File: config.mk
export PLATFORM = sky130hd
export DESIGN_NAME = csv_field_splitter_unit_flat
export DESIGN_NICKNAME = d
export VERILOG_FILES = /design/src/hdl/csvfs_pkg.sv /design/src/hdl/csvfs_if.sv /design/src/hdl/csvfs_front.sv /design/src/hdl/csvfs_fifo.sv /design/src/hdl/csvfs_back.sv /design/src/hdl/csv_field_splitter_unit.sv /design/src/flat_wrapper.sv
export SDC_FILE = /design/constraint.sdc
export NUM_CORES = 1
export LEC_CHECK = 0
export BUFFER_PORTS_ARGS = -buffer_cell sky130_fd_sc_hd__buf_4
export CORE_ASPECT_RATIO = 1.2
export CORE_UTILIZATION = 35
export DETAILED_ROUTE_END_ITERATION = 16
export MAX_ROUTING_LAYER = met4
export PLACE_DENSITY_LB_ADDON = 0.12
export SLEW_MARGIN = 20
export SYNTH_ARGS = -nofsm -noshare
export SYNTH_HDL_FRONTEND = slang
export SYNTH_SLANG_ARGS = --single-unit
File: constraint.sdc
create_clock -name i_clk -period 5.3 [get_ports i_clk]
set_clock_uncertainty 0.2 [all_clocks]
set_input_delay 0.265 -clock i_clk [delete_from_list [all_inputs] [get_ports i_clk]]
set_output_delay 0.265 -clock i_clk [all_outputs]
set_load 0.005 [all_outputs]
File: src/hdl/csvfs_pkg.sv
// csvfs_pkg: types and constants shared by the csv field splitter modules
// no dependencies

`default_nettype none

package csvfs_pkg;

    // parse mode codes
    typedef enum logic [2:0] {
        MODE_VALUE   = 3'd0,
        MODE_QUOTED  = 3'd1,
        MODE_QUOTED2 = 3'd2,
        MODE_SKIPWS  = 3'd3,
        MODE_DISCARD = 3'd4
    } t_mode;

    localparam logic [7:0] CH_COMMA = 8'h2C;
    localparam logic [7:0] CH_QUOTE = 8'h22;
    localparam logic [7:0] CH_NUL   = 8'h00;

    // one result word without its run_last flag
    typedef struct packed {
        logic [7:0] out_byte;
        logic       byte_valid;
        logic       field_end;
        logic       row_end;
    } t_result;

    // queue entry: first result, plus a flag for a trailing empty-field result
    typedef struct packed {
        t_result first;
        logic    two;
    } t_entry;

    typedef struct packed {
        logic   push;
        t_entry entry;
    } t_q_wr;

    typedef struct packed {
        logic full;
        logic empty;
    } t_q_status;

    localparam t_result RES_ROW_END = '{out_byte: 8'h00, byte_valid: 1'b0,
                                        field_end: 1'b1, row_end: 1'b1};

endpackage

`default_nettype wire

File: src/hdl/csvfs_if.sv
// csvfs_in_if and csvfs_out_if: valid/ready channels of the csv field splitter
// no dependencies

`default_nettype none

interface csvfs_in_if;
    logic       valid;
    logic       ready;
    logic [7:0] in_byte;
    logic       row_last;

    modport source (output valid, output in_byte, output row_last, input ready);
    modport sink   (input valid, input in_byte, input row_last, output ready);
endinterface

interface csvfs_out_if;
    logic       valid;
    logic       ready;
    logic [7:0] out_byte;
    logic       byte_valid;
    logic       field_end;
    logic       row_end;
    logic       run_last;

    modport source (output valid, output out_byte, output byte_valid,
                    output field_end, output row_end, output run_last, input ready);
    modport sink   (input valid, input out_byte, input byte_valid,
                    input field_end, input row_end, input run_last, output ready);
endinterface

`default_nettype wire

File: src/hdl/csvfs_front.sv
// csvfs_front: accepts raw bytes, tracks the parse mode and classifies each byte
// depends on csvfs_pkg and csvfs_if

`default_nettype none

module csvfs_front (
    input  wire logic                 i_clk,
    input  wire logic                 i_rst_n,
    csvfs_in_if.sink                  i_in,
    input  wire csvfs_pkg::t_q_status i_q_status,
    output csvfs_pkg::t_q_wr          o_q_wr
);
    import csvfs_pkg::*;

    t_mode   r_mode, n_mode;
    t_mode   eff_mode, body_mode;
    t_result res0;
    logic    n0;
    logic    accept;
    logic    push;
    logic    two;
    logic    is_sp;

    function automatic logic f_is_space(input logic [7:0] b);
        f_is_space = (b == 8'h20) || (b >= 8'h09 && b <= 8'h0D);
    endfunction

    assign i_in.ready = !i_q_status.full;
    assign accept     = i_in.valid && i_in.ready;
    assign is_sp      = f_is_space(i_in.in_byte);

    always_comb begin
        // codes beyond the discard mode behave as plain value mode
        unique case (r_mode)
            MODE_QUOTED, MODE_QUOTED2, MODE_SKIPWS, MODE_DISCARD: eff_mode = r_mode;
            default: eff_mode = MODE_VALUE;
        endcase
        if (eff_mode == MODE_SKIPWS && !is_sp) begin
            body_mode = MODE_VALUE;
        end else begin
            body_mode = eff_mode;
        end

        res0   = '{out_byte: i_in.in_byte, byte_valid: 1'b1, field_end: 1'b0,
                   row_end: 1'b0};
        n0     = 1'b0;
        two    = 1'b0;
        n_mode = r_mode;

        priority if (eff_mode == MODE_DISCARD) begin
            n_mode = i_in.row_last ? MODE_VALUE : MODE_DISCARD;
        end else if (eff_mode == MODE_SKIPWS && is_sp) begin
            if (i_in.row_last) begin
                res0   = RES_ROW_END;
                n0     = 1'b1;
                n_mode = MODE_VALUE;
            end else begin
                n_mode = MODE_SKIPWS;
            end
        end else if (i_in.in_byte == CH_NUL) begin
            res0   = RES_ROW_END;
            n0     = 1'b1;
            n_mode = i_in.row_last ? MODE_VALUE : MODE_DISCARD;
        end else begin
            unique case (body_mode)
                MODE_QUOTED: begin
                    if (i_in.in_byte == CH_QUOTE) begin
                        n_mode = MODE_QUOTED2;
                    end else begin
                        n0     = 1'b1;
                        n_mode = MODE_QUOTED;
                    end
                end
                MODE_QUOTED2: begin
                    n0 = 1'b1;
                    if (i_in.in_byte == CH_QUOTE) begin
                        n_mode = MODE_QUOTED;
                    end else if (i_in.in_byte == CH_COMMA) begin
                        res0.byte_valid = 1'b0;
                        res0.out_byte   = 8'h00;
                        res0.field_end  = 1'b1;
                        n_mode          = MODE_SKIPWS;
                    end else begin
                        n_mode = MODE_VALUE;
                    end
                end
                default: begin
                    if (i_in.in_byte == CH_QUOTE) begin
                        n_mode = MODE_QUOTED;
                    end else if (i_in.in_byte == CH_COMMA) begin
                        n0              = 1'b1;
                        res0.byte_valid = 1'b0;
                        res0.out_byte   = 8'h00;
                        res0.field_end  = 1'b1;
                        n_mode          = MODE_SKIPWS;
                    end else begin
                        n0     = 1'b1;
                        n_mode = MODE_VALUE;
                    end
                end
            endcase
            if (i_in.row_last) begin
                // comma on the last byte adds an empty closing field
                if (n_mode == MODE_SKIPWS) begin
                    two = 1'b1;
                end else if (!n0) begin
                    res0 = RES_ROW_END;
                    n0   = 1'b1;
                end else begin
                    res0.field_end = 1'b1;
                    res0.row_end   = 1'b1;
                end
                n_mode = MODE_VALUE;
            end
        end
    end

    assign push           = accept && n0;
    assign o_q_wr.push    = push;
    assign o_q_wr.entry   = '{first: res0, two: two};

    always_ff @(posedge i_clk) begin
        if (!i_rst_n) begin
            r_mode <= MODE_VALUE;
        end else if (accept) begin
            r_mode <= n_mode;
        end
    end

endmodule

`default_nettype wire

File: src/hdl/csvfs_fifo.sv
// csvfs_fifo: short register queue of classified entries between front and back
// depends on csvfs_pkg

`default_nettype none

module csvfs_fifo #(
    parameter int DEPTH = 4
) (
    input  wire logic               i_clk,
    input  wire logic               i_rst_n,
    input  wire csvfs_pkg::t_q_wr   i_q_wr,
    input  wire logic               i_pop,
    output csvfs_pkg::t_entry       o_entry,
    output csvfs_pkg::t_q_status    o_status
);
    import csvfs_pkg::*;

    localparam int PW = (DEPTH > 1) ? $clog2(DEPTH) : 1;
    localparam int CW = $clog2(DEPTH + 1);
    localparam logic [PW-1:0] PTR_LAST = PW'(DEPTH - 1);
    localparam logic [CW-1:0] CNT_FULL = CW'(DEPTH);

    t_entry        r_mem [DEPTH];
    logic [PW-1:0] r_wr_ptr, r_rd_ptr;
    logic [CW-1:0] r_count;
    logic          do_push, do_pop;

    assign o_status.full  = (r_count == CNT_FULL);
    assign o_status.empty = (r_count == '0);
    assign do_push        = i_q_wr.push && !o_status.full;
    assign do_pop         = i_pop && !o_status.empty;
    assign o_entry        = r_mem[r_rd_ptr];

    always_ff @(posedge i_clk) begin
        if (do_push) begin
            r_mem[r_wr_ptr] <= i_q_wr.entry;
        end
    end

    always_ff @(posedge i_clk) begin
        if (!i_rst_n) begin
            r_wr_ptr <= '0;
            r_rd_ptr <= '0;
            r_count  <= '0;
        end else begin
            if (do_push) begin
                r_wr_ptr <= (r_wr_ptr == PTR_LAST) ? '0 : r_wr_ptr + 1'b1;
            end
            if (do_pop) begin
                r_rd_ptr <= (r_rd_ptr == PTR_LAST) ? '0 : r_rd_ptr + 1'b1;
            end
            unique case ({do_push, do_pop})
                2'b10:   r_count <= r_count + 1'b1;
                2'b01:   r_count <= r_count - 1'b1;
                default: r_count <= r_count;
            endcase
        end
    end

endmodule

`default_nettype wire

File: src/hdl/csvfs_back.sv
// csvfs_back: drains queue entries into the output register, one or two words each
// depends on csvfs_pkg and csvfs_if

`default_nettype none

module csvfs_back (
    input  wire logic                 i_clk,
    input  wire logic                 i_rst_n,
    input  wire csvfs_pkg::t_entry    i_entry,
    input  wire csvfs_pkg::t_q_status i_q_status,
    output logic                      o_pop,
    csvfs_out_if.source               o_out
);
    import csvfs_pkg::*;

    t_result r_res;
    logic    r_run_last;
    logic    r_valid;
    logic    r_pending;
    logic    load;

    assign load  = !r_valid || o_out.ready;
    assign o_pop = load && !r_pending && !i_q_status.empty;

    always_ff @(posedge i_clk) begin
        if (!i_rst_n) begin
            r_valid   <= 1'b0;
            r_pending <= 1'b0;
        end else if (load) begin
            priority if (r_pending) begin
                r_valid   <= 1'b1;
                r_pending <= 1'b0;
            end else if (!i_q_status.empty) begin
                r_valid   <= 1'b1;
                r_pending <= i_entry.two;
            end else begin
                r_valid <= 1'b0;
            end
        end
    end

    // payload register
    always_ff @(posedge i_clk) begin
        if (load) begin
            if (r_pending) begin
                r_res      <= RES_ROW_END;
                r_run_last <= 1'b1;
            end else begin
                r_res      <= i_entry.first;
                r_run_last <= !i_entry.two;
            end
        end
    end

    assign o_out.valid      = r_valid;
    assign o_out.out_byte   = r_res.out_byte;
    assign o_out.byte_valid = r_res.byte_valid;
    assign o_out.field_end  = r_res.field_end;
    assign o_out.row_end    = r_res.row_end;
    assign o_out.run_last   = r_run_last;

endmodule

`default_nettype wire

File: src/hdl/csv_field_splitter_unit.sv
// csv_field_splitter_unit: top level of the streaming csv field splitter
// depends on csvfs_pkg, csvfs_if, csvfs_front, csvfs_fifo and csvfs_back
//
// usage
//   i_in carries one raw row byte per word (in_byte) with row_last on the final
//   byte of a row. o_out carries result words: an unquoted field byte
//   (byte_valid), field_end and row_end marks, and run_last on the last word
//   caused by one input byte. a byte gives zero, one or two result words.
//   quotes are stripped, a doubled quote inside quotes gives one quote, a comma
//   outside quotes ends the field, white space after a comma is skipped, and a
//   zero byte ends the row and drops the rest of it.
// timing
//   one input byte is taken every cycle while the queue has room. a result word
//   goes through the queue and then the output register. a byte with two result
//   words takes the output register for both; the DEPTH-entry queue between the
//   classifier and the output stage absorbs that, so with o_out.ready high the
//   sustained rate is one byte per cycle unless two-word bytes come back to back.
// reset and stall
//   reset empties the queue and output register and puts the parser in plain
//   value mode. while o_out.ready is low the output word holds, the queue fills
//   and i_in.ready drops once it is full.

`default_nettype none

module csv_field_splitter_unit #(
    parameter int DEPTH = 4
) (
    input  wire logic    i_clk,
    input  wire logic    i_rst_n,
    csvfs_in_if.sink     i_in,
    csvfs_out_if.source  o_out
);
    import csvfs_pkg::*;

    // front to queue
    t_q_wr     q_wr;
    // queue to back
    t_q_status q_status;
    t_entry    q_entry;
    logic      q_pop;

    // classifier and parse mode register
    csvfs_front u_front (
        .i_clk      (i_clk),
        .i_rst_n    (i_rst_n),
        .i_in       (i_in),
        .i_q_status (q_status),
        .o_q_wr     (q_wr)
    );

    // decoupling queue
    csvfs_fifo #(
        .DEPTH (DEPTH)
    ) u_fifo (
        .i_clk    (i_clk),
        .i_rst_n  (i_rst_n),
        .i_q_wr   (q_wr),
        .i_pop    (q_pop),
        .o_entry  (q_entry),
        .o_status (q_status)
    );

    // output stage, splits two-word entries
    csvfs_back u_back (
        .i_clk      (i_clk),
        .i_rst_n    (i_rst_n),
        .i_entry    (q_entry),
        .i_q_status (q_status),
        .o_pop      (q_pop),
        .o_out      (o_out)
    );

    // the front never pushes into a full queue
    a_no_push_full: assert property (@(posedge i_clk) disable iff (!i_rst_n)
        q_wr.push |-> !q_status.full)
        else $error("push into full queue");

    // row end always closes the field too
    a_row_end_field_end: assert property (@(posedge i_clk) disable iff (!i_rst_n)
        o_out.valid |-> (!o_out.row_end || o_out.field_end))
        else $error("row_end without field_end");

    // non-field words carry a zero byte
    a_zero_byte: assert property (@(posedge i_clk) disable iff (!i_rst_n)
        (o_out.valid && !o_out.byte_valid) |-> (o_out.out_byte == 8'h00))
        else $error("non-field word with non-zero byte");

    // the second word of a byte follows straight after the first
    a_second_word: assert property (@(posedge i_clk) disable iff (!i_rst_n)
        (o_out.valid && o_out.ready && !o_out.run_last) |=>
            (o_out.valid && o_out.run_last && o_out.row_end))
        else $error("second word missing after first");

    // a taken queue entry only leaves when the output stage can load
    a_pop_nonempty: assert property (@(posedge i_clk) disable iff (!i_rst_n)
        q_pop |-> (!q_status.empty && (!o_out.valid || o_out.ready)))
        else $error("pop without room or data");

endmodule

`default_nettype wire

File: src/flat_wrapper.sv
// flat-port wrapper written by rule: the top's interface ports become plain ports
module csv_field_splitter_unit_flat import csvfs_pkg::*;
#(
    parameter int DEPTH = 4
)
  (i_clk, i_rst_n, i_in_valid, i_in_in_byte, i_in_row_last, i_in_ready, o_out_valid, o_out_out_byte, o_out_byte_valid, o_out_field_end, o_out_row_end, o_out_run_last, o_out_ready);
  csvfs_in_if i_in_i ();
  csvfs_out_if o_out_i ();
  input  wire logic i_clk;
  input  wire logic i_rst_n;
  input wire logic [$bits(i_in_i.valid)-1:0] i_in_valid;
  input wire logic [$bits(i_in_i.in_byte)-1:0] i_in_in_byte;
  input wire logic [$bits(i_in_i.row_last)-1:0] i_in_row_last;
  output wire logic [$bits(i_in_i.ready)-1:0] i_in_ready;
  output wire logic [$bits(o_out_i.valid)-1:0] o_out_valid;
  output wire logic [$bits(o_out_i.out_byte)-1:0] o_out_out_byte;
  output wire logic [$bits(o_out_i.byte_valid)-1:0] o_out_byte_valid;
  output wire logic [$bits(o_out_i.field_end)-1:0] o_out_field_end;
  output wire logic [$bits(o_out_i.row_end)-1:0] o_out_row_end;
  output wire logic [$bits(o_out_i.run_last)-1:0] o_out_run_last;
  input wire logic [$bits(o_out_i.ready)-1:0] o_out_ready;
  assign i_in_i.valid = i_in_valid;
  assign i_in_i.in_byte = i_in_in_byte;
  assign i_in_i.row_last = i_in_row_last;
  assign i_in_ready = i_in_i.ready;
  assign o_out_valid = o_out_i.valid;
  assign o_out_out_byte = o_out_i.out_byte;
  assign o_out_byte_valid = o_out_i.byte_valid;
  assign o_out_field_end = o_out_i.field_end;
  assign o_out_row_end = o_out_i.row_end;
  assign o_out_run_last = o_out_i.run_last;
  assign o_out_i.ready = o_out_ready;
  csv_field_splitter_unit #(.DEPTH(DEPTH)) u_core (.i_clk(i_clk), .i_rst_n(i_rst_n), .i_in(i_in_i), .o_out(o_out_i));
endmodule
Word-level counts from Yosys, hierarchy flattened:

Memories as Yosys holds them, arrays and structs flattened. A register that Yosys moved wholly into a read port is not among the register bits.
Cells that the tools add are included.

* bits in registers: 24
* bits in writable memories: 48
* output and inout bits: 14
* word-level logic and storage cells: 108
* memories kept: 1

Memories
* u_core.u_fifo.r_mem: words 4, bits a word 12, read ports 1, clocked after memory_dff 1, wr ports 1, RTL line csvfs_fifo.sv:23 `t_entry r_mem [DEPTH];`

* $add $sub $neg: 4
* order comparisons: 2
* equal/unequal tests: 17
* mux-type cells: 52
* reductions and logical operators: 21

Operator list (count)
* $mux W11: 6
* $mux W3: 11
* $mux W10: 3
* $eq A8 B6 Y1 const B: 3
* $mux W1: 22
* $mux W2: 8
* $eq A3 B2 Y1 const B: 5
* $eq A3 B3 Y1 const B: 3
* $logic_and A1 B1 Y1: 9
* $mux W9: 1
* $ge A8 B4 Y1 const B: 1
* $le A8 B4 Y1 const B: 1
* $logic_not A8 Y1: 1
* $eq A2 B2 Y1 const B: 3
* $eq A3 B1 Y1 const B: 2
* $logic_not A1 Y1: 6
* $pmux W3 S2: 1
* $add A2 B1 Y2 const B: 2
* $reduce_or A4 Y1: 1
* $add A3 B1 Y3 const B: 1
* $logic_not A3 Y1: 1
* $sub A3 B1 Y3 const B: 1
* $eq A2 B1 Y1 const B: 1
* $logic_or A1 B1 Y1: 2
* $reduce_bool A2 Y1: 1

Logic depth before layout (Yosys ltp):

Gate-level depths: netlist of the first run.

* depth after elaboration: 21
* depth in mapped cells: 10
* gate-level depth less buffers: 10

Modules after synthesis:

From an unflattened synthesis of the first run, not the netlist that was laid out.

* cells, all modules: 237
* area, all modules: 3380.7 um^2

Modules (own cells, without submodules)
* csvfs_fifo: times used 1, cells an instance 118, area an instance 2238.4 um^2, seq. area each 1621.6 um^2
* csvfs_front: times used 1, cells an instance 84, area an instance 580.6 um^2, seq. area each 60.1 um^2
* csvfs_back: times used 1, cells an instance 35, area an instance 561.8 um^2, seq. area each 400.4 um^2

Least setup slack after synthesis of the first run:

OpenSTA, ideal clock, no wires.

* path type: register to register
* from: register u_core.u_front.r_mode[1]
* to: register u_core.u_fifo.r_count[2]
* setup time: 72 ps
* arrival time: 2437 ps
* setup slack: 2591 ps
* stages on the path, launching flop included: 11
* path buffers: 0
* period minus slack after synthesis: 2709 ps
* path through: dfxtp_1 inv_1 o311ai_1 a31oi_1 nor3_2 inv_1 ha_1 fa_1 xnor2_1 or3_1 a21oi_1

* longest elaborated chain between the ends: 21

Ends and longest elaborated chain
* start, declared: RTL line csvfs_front.sv:15 `t_mode r_mode, n_mode;`
* start signal, assigned: RTL line csvfs_front.sv:126 `r_mode <= n_mode;`
* $eq A3 B1 Y1, or another cell as far along: RTL line csvfs_front.sv:34 `unique case (r_mode)`
* $reduce_or A4 Y1: RTL line csvfs_front.sv:34
* $mux W3 (*): RTL line csvfs_front.sv:34
* $eq A3 B2 Y1: RTL line csvfs_front.sv:38, csvfs_front.sv:52
* $logic_and A1 B1 Y1: RTL line csvfs_front.sv:38 `if (eff_mode == MODE_SKIPWS && !is_sp) begin`
* $mux W3: RTL line csvfs_front.sv:38
* $eq A3 B1 Y1: RTL line csvfs_front.sv:65 `unique case (body_mode)`
* $mux W3
* (+5 left out)
* $mux W1: RTL line csvfs_front.sv:102 `if (i_in.row_last) begin`
* $mux W1: RTL line csvfs_front.sv:60 `end else if (i_in.in_byte == CH_NUL) begin`
* $mux W1: RTL line csvfs_front.sv:52 `end else if (eff_mode == MODE_SKIPWS && is_sp) begin`
* $mux W1 (*): RTL line csvfs_front.sv:50 `priority if (eff_mode == MODE_DISCARD) begin`
* $logic_and A1 B1 Y1 (*): RTL line csvfs_front.sv:118 `assign push = accept && n0;`
* $logic_and A1 B1 Y1 (*): RTL line csvfs_fifo.sv:30 `assign do_push = i_q_wr.push && !o_status.full;`
* $eq A2 B1 Y1 or $eq A2 B2 Y1 (tied branches): RTL line csvfs_fifo.sv:52 `unique case ({do_push, do_pop})`
* $pmux W3 S2 or $reduce_bool A2 Y1 (tied branches)
* end signal, assigned: RTL line csvfs_fifo.sv:53 `2'b10: r_count <= r_count + 1'b1;`
* end signal, assigned: RTL line csvfs_fifo.sv:54 `2'b01: r_count <= r_count - 1'b1;`
* end signal, assigned: RTL line csvfs_fifo.sv:55 `default: r_count <= r_count;`
* end, declared: RTL line csvfs_fifo.sv:25 `logic [CW-1:0] r_count;`

Every way passes the cells marked *; elsewhere a longest branch is shown, timed or not. The select of a mux whose other input is x is not followed.
A chain may end at the register's enable or synchronous reset.

Final worst setup path of the first run:

* from: input i_in_in_byte[4]
* to: register u_core.u_fifo.r_count[2]

* longest elaborated chain between the ends: 21

Ends and longest elaborated chain
* start, declared: RTL line flat_wrapper.sv:12 `input wire logic [$bits(i_in_i.in_byte)-1:0] i_in_in_byte;`
* $ge A8 B4 Y1 or $le A8 B4 Y1 (tied branches): RTL line csvfs_front.sv:25 `f_is_space = (b == 8'h20) || (b >= 8'h09 && b <= 8'h0D);`
* $logic_and A1 B1 Y1: RTL line csvfs_front.sv:25
* $logic_or A1 B1 Y1: RTL line csvfs_front.sv:25
* $logic_not A1 Y1: RTL line csvfs_front.sv:38
* $logic_and A1 B1 Y1: RTL line csvfs_front.sv:38
* $mux W3: RTL line csvfs_front.sv:38
* $eq A3 B1 Y1: RTL line csvfs_front.sv:65
* $mux W3
* (+5 left out)
* $mux W1: RTL line csvfs_front.sv:102
* $mux W1: RTL line csvfs_front.sv:60
* $mux W1 (*): RTL line csvfs_front.sv:52
* $mux W1 (*): RTL line csvfs_front.sv:50
* $logic_and A1 B1 Y1 (*): RTL line csvfs_front.sv:118
* $logic_and A1 B1 Y1 (*): RTL line csvfs_fifo.sv:30
* $eq A2 B1 Y1 or $eq A2 B2 Y1 (tied branches): RTL line csvfs_fifo.sv:52
* $pmux W3 S2 or $reduce_bool A2 Y1 (tied branches)

Marks and branches as above.

==> flow_summary.toml, run 1 <==
[status]
status = "finished clean"

[grt]
grt_overflow = 0
antenna_found_initial = 0
grt_pass1_wl_um = 8850
grtUsageTotal_pct = 13.6
grt_max_degree = 16
grt_pass1_vias = 1829

[yosys]
synth_cells = 214
syn_area_per_cell_um2 = 14.9
ys_seq_area_share_pct = 65.2
synthesis.nets = 234
yosys.area.top_type = "edfxtp_1"
synth_edf_count = 60
synth-async-reset-ratio_pct = 0
ys.flop_type = "edfxtp_1"
synth_cell_types = 46
synth_area_leaders = "edfxtp_1, dfxtp_1, mux4_2, ha_1, nor2b_1"
yosysWarnings = 0
syn_area_um2 = 3190
netlist.area_leader.share_pct = 56.4
synth-seq-cells = 74

[layout]
drive_above_1_share_pct = 24.1
nets = 268
final_area_um2 = 3720
diodes = 0
area_growth_pct = 16.6
fillers = 846
stdcell_count = 370

[floorplan]
design.portCount = 27
rows = 37
core_um2 = 8700
chipWidth_um = 89.2
die_area_um2 = 9510
start_util_pct = 36.7
die_h_um = 107

[cts]
clk_latency_ns = 0.35
path_clk_slew_ns = 0.07
clockBufferDepth = 2
cts-root-buf = "clkbuf_8"
cts_setup_buffers = 0
cts_sinks = 74
cts_tree = "built"
numCtsBuffers = 9
cts.htree.levels = 3

[sta]
setup_viol = 0
hold_viol = 0
final.period_utilization_pct = 56.7
layout_min_cycle_time_ns = 3.01
rsz0062_at_grt = "false"
maxSlewHeadroom_pct = 44.3
slew_violations = 0
tns_ns = 0
hold_ws_ns = 0.0444
setup_slack_ns = 2.29
max_clock_freq_mhz = 333
worstMarginPinSlew_ns = 0.835

[worst_setup_path]
reg2reg_to = "u_core.u_fifo.r_count[2]"
cp-start-kind = "input pin"
end_kind = "register"
cp_num_buf_inv = 3
crit_required_ns = 5.38
critPathSlowestCell = "nor4_1"
timing.rr.start = "u_core.u_front.r_mode[1]"
worstPathMaxFanout = 7
crit_chain = "dlygate4sd3_1 > buf_4 > nor4_1 > nand4_2 > a31oi_1 > nor3_2 > inv_1 > ha_1 > fa_1 > xnor2_1 > or3_1 > a21oi_1"
path_delay_family = "simple AND/OR/NAND/NOR gates"
crit_cells = 12
endpoint = "u_core.u_fifo.r_count[2]"
critPathMaxStageDelay_ns = 0.57
ff2ff_setup_slack_ns = 2.34
worst_r2r_path_depth = 10
crit_path_start = "i_in_in_byte[4]"
path_class = "input pin to register"
arrival_ns = 3.09

[route]
ant_nets = 0
routed_via_density = 4.88
finalWirelength_um = 5460
wl_per_cell_um = 14.7
route.detailed.drc = 0
drt_iter0_drc = 69
first_pass_iters = 4
num_vias = 1804

[placement]
dpl.hpwl_um = 3810
place_area_um2 = 3510
routabilityCongestion = 0.848
dp_cells = 350
port_buffers = 26
dpl_worst_slack_ns = 2.32

[power]
switchingPower_uw = 442
vdd_ir_drop_max_mv = 0.128
power.density_nw_per_um2 = 442
comb_power_share_pct = 24.2
internal_power_mw = 1.20
p_leak_nw = 1.30
pwr-share-seq_pct = 51.1
p_sw_share_pct = 26.9
p_clk_share_pct = 24.7

[hold_path]
hp-class = "input pin to register"

[flow_run]
cap_violations = 0
Yosys cell counts (all sizes together) (2+ instances only):
| cell type | count |
|---|---|
| a211oi | 3 |
| a21oi | 9 |
| a31oi | 3 |
| and2 | 6 |
| buf | 2 |
| clkbuf | 5 |
| dfxtp | 14 |
| edfxtp | 60 |
| ha | 6 |
| inv | 7 |
| mux2i | 5 |
| mux4 | 12 |
| nand2 | 14 |
| nand2b | 2 |
| nand4 | 4 |
| nor2 | 13 |
| nor2b | 12 |
| nor3 | 6 |
| nor3b | 2 |
| nor4 | 3 |
| nor4b | 2 |
| o21ai | 3 |
| or2 | 2 |
| or3 | 3 |
| or3b | 2 |
sequential cells by signal, summed over array words and instances (netlist names), named ones only:
signal                          cells
u_core.u_back.o_out.row_end         1
u_core.u_back.o_out.out_byte        8
u_core.u_fifo.r_rd_ptr              2
u_core.u_back.o_out.valid           1
u_core.u_fifo.r_count               3
u_core.u_front.r_mode               3
u_core.u_back.r_pending             1
u_core.u_back.o_out.run_last        1
u_core.u_fifo.r_wr_ptr              2
u_core.u_back.o_out.field_end       1
u_core.u_back.o_out.byte_valid      1
u_core.u_fifo.r_mem                48
cell families after synthesis:
kind of cell    Yosys count  synth area share [%]
mux                      17                  10.0
simple gates             74                  14.3
compound gates           25                  5.13
xor+xnor                  2                 0.548
fa+ha+maj                 7                  2.98
buf+inv                  15                  1.84
flops                    74                  65.2
metrics by stage:
stage,power [mW],util [%]
finish,1.65,42.8
global route,1.75,42.8
CTS,1.67,42.8
detailed placement,1.26,40.3
global placement,1.26,40.3
floorplan,1.10,-
layer usage:
layer	wire [um]	part of all wire, %	global-route usage (%)
met2	2700	50	22.4
met1	2420	44	14.4
met4	148	2.7	8.50
met3	187	3.4	3.23
met5	0	0	-
worst min path at each step:
stage / from / depth (start not counted) / end
after detailed placement: u_core.u_fifo.r_count[2] / 2 / u_core.u_fifo.r_count[2]
after global routing: i_in_valid / 3 / u_core.u_front.r_mode[1]
after CTS: i_in_valid / 3 / u_core.u_front.r_mode[1]
after global placement: u_core.u_fifo.r_count[2] / 2 / u_core.u_fifo.r_count[2]
after floorplan: i_rst_n / 2 / u_core.u_fifo.r_wr_ptr[1]
final: i_in_valid / 3 / u_core.u_front.r_mode[1]
cells in the final DEF, fill, tap and decap left out, drive strengths merged, types with 2 or more instances in the layout:
cell type | Yosys | routed
nor2 | 13 | 13
o21ai | 3 | 3
dlygate4sd3 | 0 | 4
nand4 | 4 | 4
mux2i | 5 | 5
and2 | 6 | 6
clkbuf | 5 | 12
buf | 2 | 26
dfxtp | 14 | 14
a21oi | 9 | 9
nor3 | 6 | 6
nand2b | 2 | 2
or2 | 2 | 2
ha | 6 | 6
nand2 | 14 | 14
edfxtp | 60 | 60
inv | 7 | 7
nor4b | 2 | 2
nor4 | 3 | 3
mux4 | 12 | 12
clkinv | 1 | 4
a31oi | 3 | 3
nor3b | 2 | 2
or3b | 2 | 2
or3 | 3 | 3
nor2b | 12 | 12
a211oi | 3 | 3
layout make-up:
class,count,area (um2),share of cell area [%]
sequential,74,2080,55.9
multi-input combinational,125,1050,28.3
timing repair buffer,30,235,6.32
tap,117,146,3.93
clock buffer,12,135,3.63
clock inverter,4,42.5,1.14
inverter,8,30.0,0.806
power groups by stage:
stage               Clock, mW  Sequential (mW)  Combinational [mW]
floorplan                   0            0.826               0.277
global placement            0            0.857               0.400
detailed placement          0            0.858               0.402
CTS                     0.419            0.845               0.406
global route            0.442            0.861               0.447
finish                  0.407            0.841               0.398
timing repair:
| action | in CTS | in global routing |
|---|---|---|
| resized for setup | 0 | 0 |
| setup endpoints to repair | 0 | 0 |
| hold endpoints to repair | 14 | 0 |
| hold buffers | 4 | 0 |
worst register-to-register path: stages, from the launching register on:
cell and delay (ns):
dfxtp_1 0.39, inv_1 0.07, o311ai_1 0.42, a31oi_1 0.16, nor3_2 0.35, inv_1 0.09, ha_1 0.24, fa_1 0.38
xnor2_1 0.14, or3_1 0.30, a21oi_1 0.14
Note: power is estimated with default switching activity, not from simulation.
==> inputs of run 2 (changes only) <==
--- a/config.mk
+++ b/config.mk
@@ -5,6 +5,7 @@
 export SDC_FILE = /design/constraint.sdc
 export NUM_CORES = 1
 export LEC_CHECK = 0
+export ABC_AREA = 1
 export BUFFER_PORTS_ARGS = -buffer_cell sky130_fd_sc_hd__buf_4
 export CORE_ASPECT_RATIO = 1.2
 export CORE_UTILIZATION = 35
==> constraint.sdc (replaced) <==
create_clock -name i_clk -period 2.7 [get_ports i_clk]
set_clock_uncertainty 0.2 [all_clocks]
set_input_delay 0.135 -clock i_clk [delete_from_list [all_inputs] [get_ports i_clk]]
set_output_delay 0.135 -clock i_clk [all_outputs]
set_load 0.005 [all_outputs]
==> run 2 against run 1 <==
  * Cell count grew 32%
  * Critical path depth grew 2
  * Global-route usage grew 1.9 points
  * Wire length grew 24%
  * Combinational power grew to 2.9 times the previous value
  * Sequential share of layout area shrank 3.2 points
  * Worst hold slack lost 0.032 ns
  * Total power grew 120%
  * First-iteration DRC count grew 57%
  * Die area grew 4.1%
  * Critical endpoint unchanged
  * Largest cell class unchanged
==> flow_summary.toml, run 2 <==
[status]
status = "finished clean"

[cts]
numCtsBuffers = 9
path_clk_slew_ns = 0.07
cts_sinks = 74
cts.htree.levels = 3
clockBufferDepth = 2
cts_tree = "built"
cts-root-buf = "clkbuf_8"
cts_setup_buffers = 0
clk_latency_ns = 0.35

[yosys]
synth_xor_area_share_pct = 0
ys_seq_area_share_pct = 62.5
synth_area_leaders = "edfxtp_1, dfxtp_1, nor2_1, o21ai_0, nand2_1"
synth_cells = 321
synthSimpleGateAreaFrac_pct = 19.5
syn_area_um2 = 3330
synth-seq-cells = 74
synth_fa_ha_area_share_pct = 2.86
yosysWarnings = 0
synth_edf_count = 60
yosys.area.top_type = "edfxtp_1"
ys.flop_type = "edfxtp_1"
synth_commonest_cells = "nor2_1, edfxtp_1, nand2_1"
synthesis.nets = 341
synth-compound-area-share_pct = 10.1
netlist.area_leader.share_pct = 54.1
synthMuxAreaShare_pct = 0
syn_area_per_cell_um2 = 10.4
synth_top_family_by_area = "simple AND/OR/NAND/NOR gates"
synth_most_common_cell = "nor2_1"
synth-async-reset-ratio_pct = 0
synth_cell_types = 31

[placement]
place_area_um2 = 3690
routabilityCongestion = 0.830
dpl.hpwl_um = 4510
dpl_worst_slack_ns = 0.285
port_buffers = 26
dp_cells = 464

[route]
routed_via_density = 4.73
first_pass_iters = 4
finalWirelength_um = 6760
ant_nets = 0
drt_iter0_drc = 108
wl_per_cell_um = 13.9
route.detailed.drc = 0
num_vias = 2304

[sta]
final.period_utilization_pct = 92.2
hold_viol = 0
setup_slack_ns = 0.211
hold_ws_ns = 0.0124
worstMarginPinSlew_ns = 0.681
max_clock_freq_mhz = 402
layout_min_cycle_time_ns = 2.49
slew_violations = 0
rsz0062_at_grt = "false"
setup_viol = 0
tns_ns = 0
maxSlewHeadroom_pct = 54.5

[layout]
multiInputGateArea_um2 = 1080
largest_reg_flops = 48
drive_above_1_share_pct = 21.0
area_growth_pct = 18.6
nets = 382
final_area_um2 = 3950
fillers = 891
utilization_pct = 43.3
stdcell_count = 487
final_cell_mix = "nor2_1, edfxtp_1, buf_4, nand2_1, o21ai_0"
layout_commonest_cell = "nor2_1"
diodes = 0
regMostFlops = "u_core.u_fifo.r_mem"
regArea_um2 = 2080

[grt]
antenna_found_initial = 0
grt_max_degree = 25
grt_overflow = 0
grt_pass1_vias = 2205
grt_pass1_wl_um = 11000
grtUsageTotal_pct = 15.5

[floorplan]
design.portCount = 27
start_util_pct = 36.5
rows = 38
core_um2 = 9130
die_area_um2 = 9910
chipWidth_um = 91.0
die_h_um = 109

[power]
vdd_ir_drop_max_mv = 0.411
power.density_nw_per_um2 = 907
p_leak_nw = 1.55
power_mw = 3.58

[worst_setup_path]
worstPathMaxFanout = 6
worst_r2r_path_depth = 11
crit_required_ns = 2.79
path_class = "input pin to register"
end_kind = "register"
arrival_ns = 2.58
cp-start-kind = "input pin"

[hold_path]
hold_depth = 6
hp-class = "input pin to register"

[flow_run]
cap_violations = 0
[run 2: where the power goes]
| part | leakage, nW | switching [mW] | internal, mW |
|---|---|---|---|
| combinational | 0.788 | 0.683 | 0.453 |
| sequential | 0.672 | 0.0903 | 1.53 |
| clock | 0.0909 | 0.397 | 0.424 |
[run 2: worst paths after layout]
kind	startpoint	end	slack, ns
worst max-delay path	i_in_in_byte[4]	u_core.u_fifo.r_count[2]	0.21
worst max register to register	u_core.u_fifo.r_count[0]	u_core.u_fifo.r_count[2]	0.31
worst min-delay path	i_in_row_last	u_core.u_front.r_mode[0]	0.01
worst min register to register	u_core.u_front.r_mode[0]	u_core.u_front.r_mode[0]	0.28
[run 2: cell type report]
type	instances	area share (%)
tap	120	3.80
clock buffer	11	3.33
multi-input combinational	204	27.5
timing repair buffer	41	8.24
clock inverter	5	1.39
inverter	32	3.04
sequential	74	52.7
[run 2: cells by family after synthesis]
group	after synthesis
AOI/OAI and AO/OA	62
DFF	74
buffers and inverters	43
adders and majority gates	7
and+or+nand+nor	135
[run 2: worst max-delay path: stages]
cell and delay (ns):
dlygate4sd3_1 0.53, buf_4 0.16, nor2_1 0.12, nand2_2 0.08
o21ai_1 0.17, nor2_2 0.08, nor2_4 0.13, nand2_2 0.10
ha_2 0.22, fa_1 0.39, a21oi_1 0.15, o21a_1 0.14
o21ai_0 0.07, a21oi_1 0.11
[run 2: layer usage]
metal	global-route usage (%)	share of wire, %
met5	-	0
met4	7.94	2.1
met3	3.42	3.6
met2	25.4	49
met1	18.1	45
[run 2: repair_timing]
item,CTS,global route
hold buffers,7,0
setup endpoints to repair,0,1
resized for setup,0,2
hold endpoints to repair,26,0
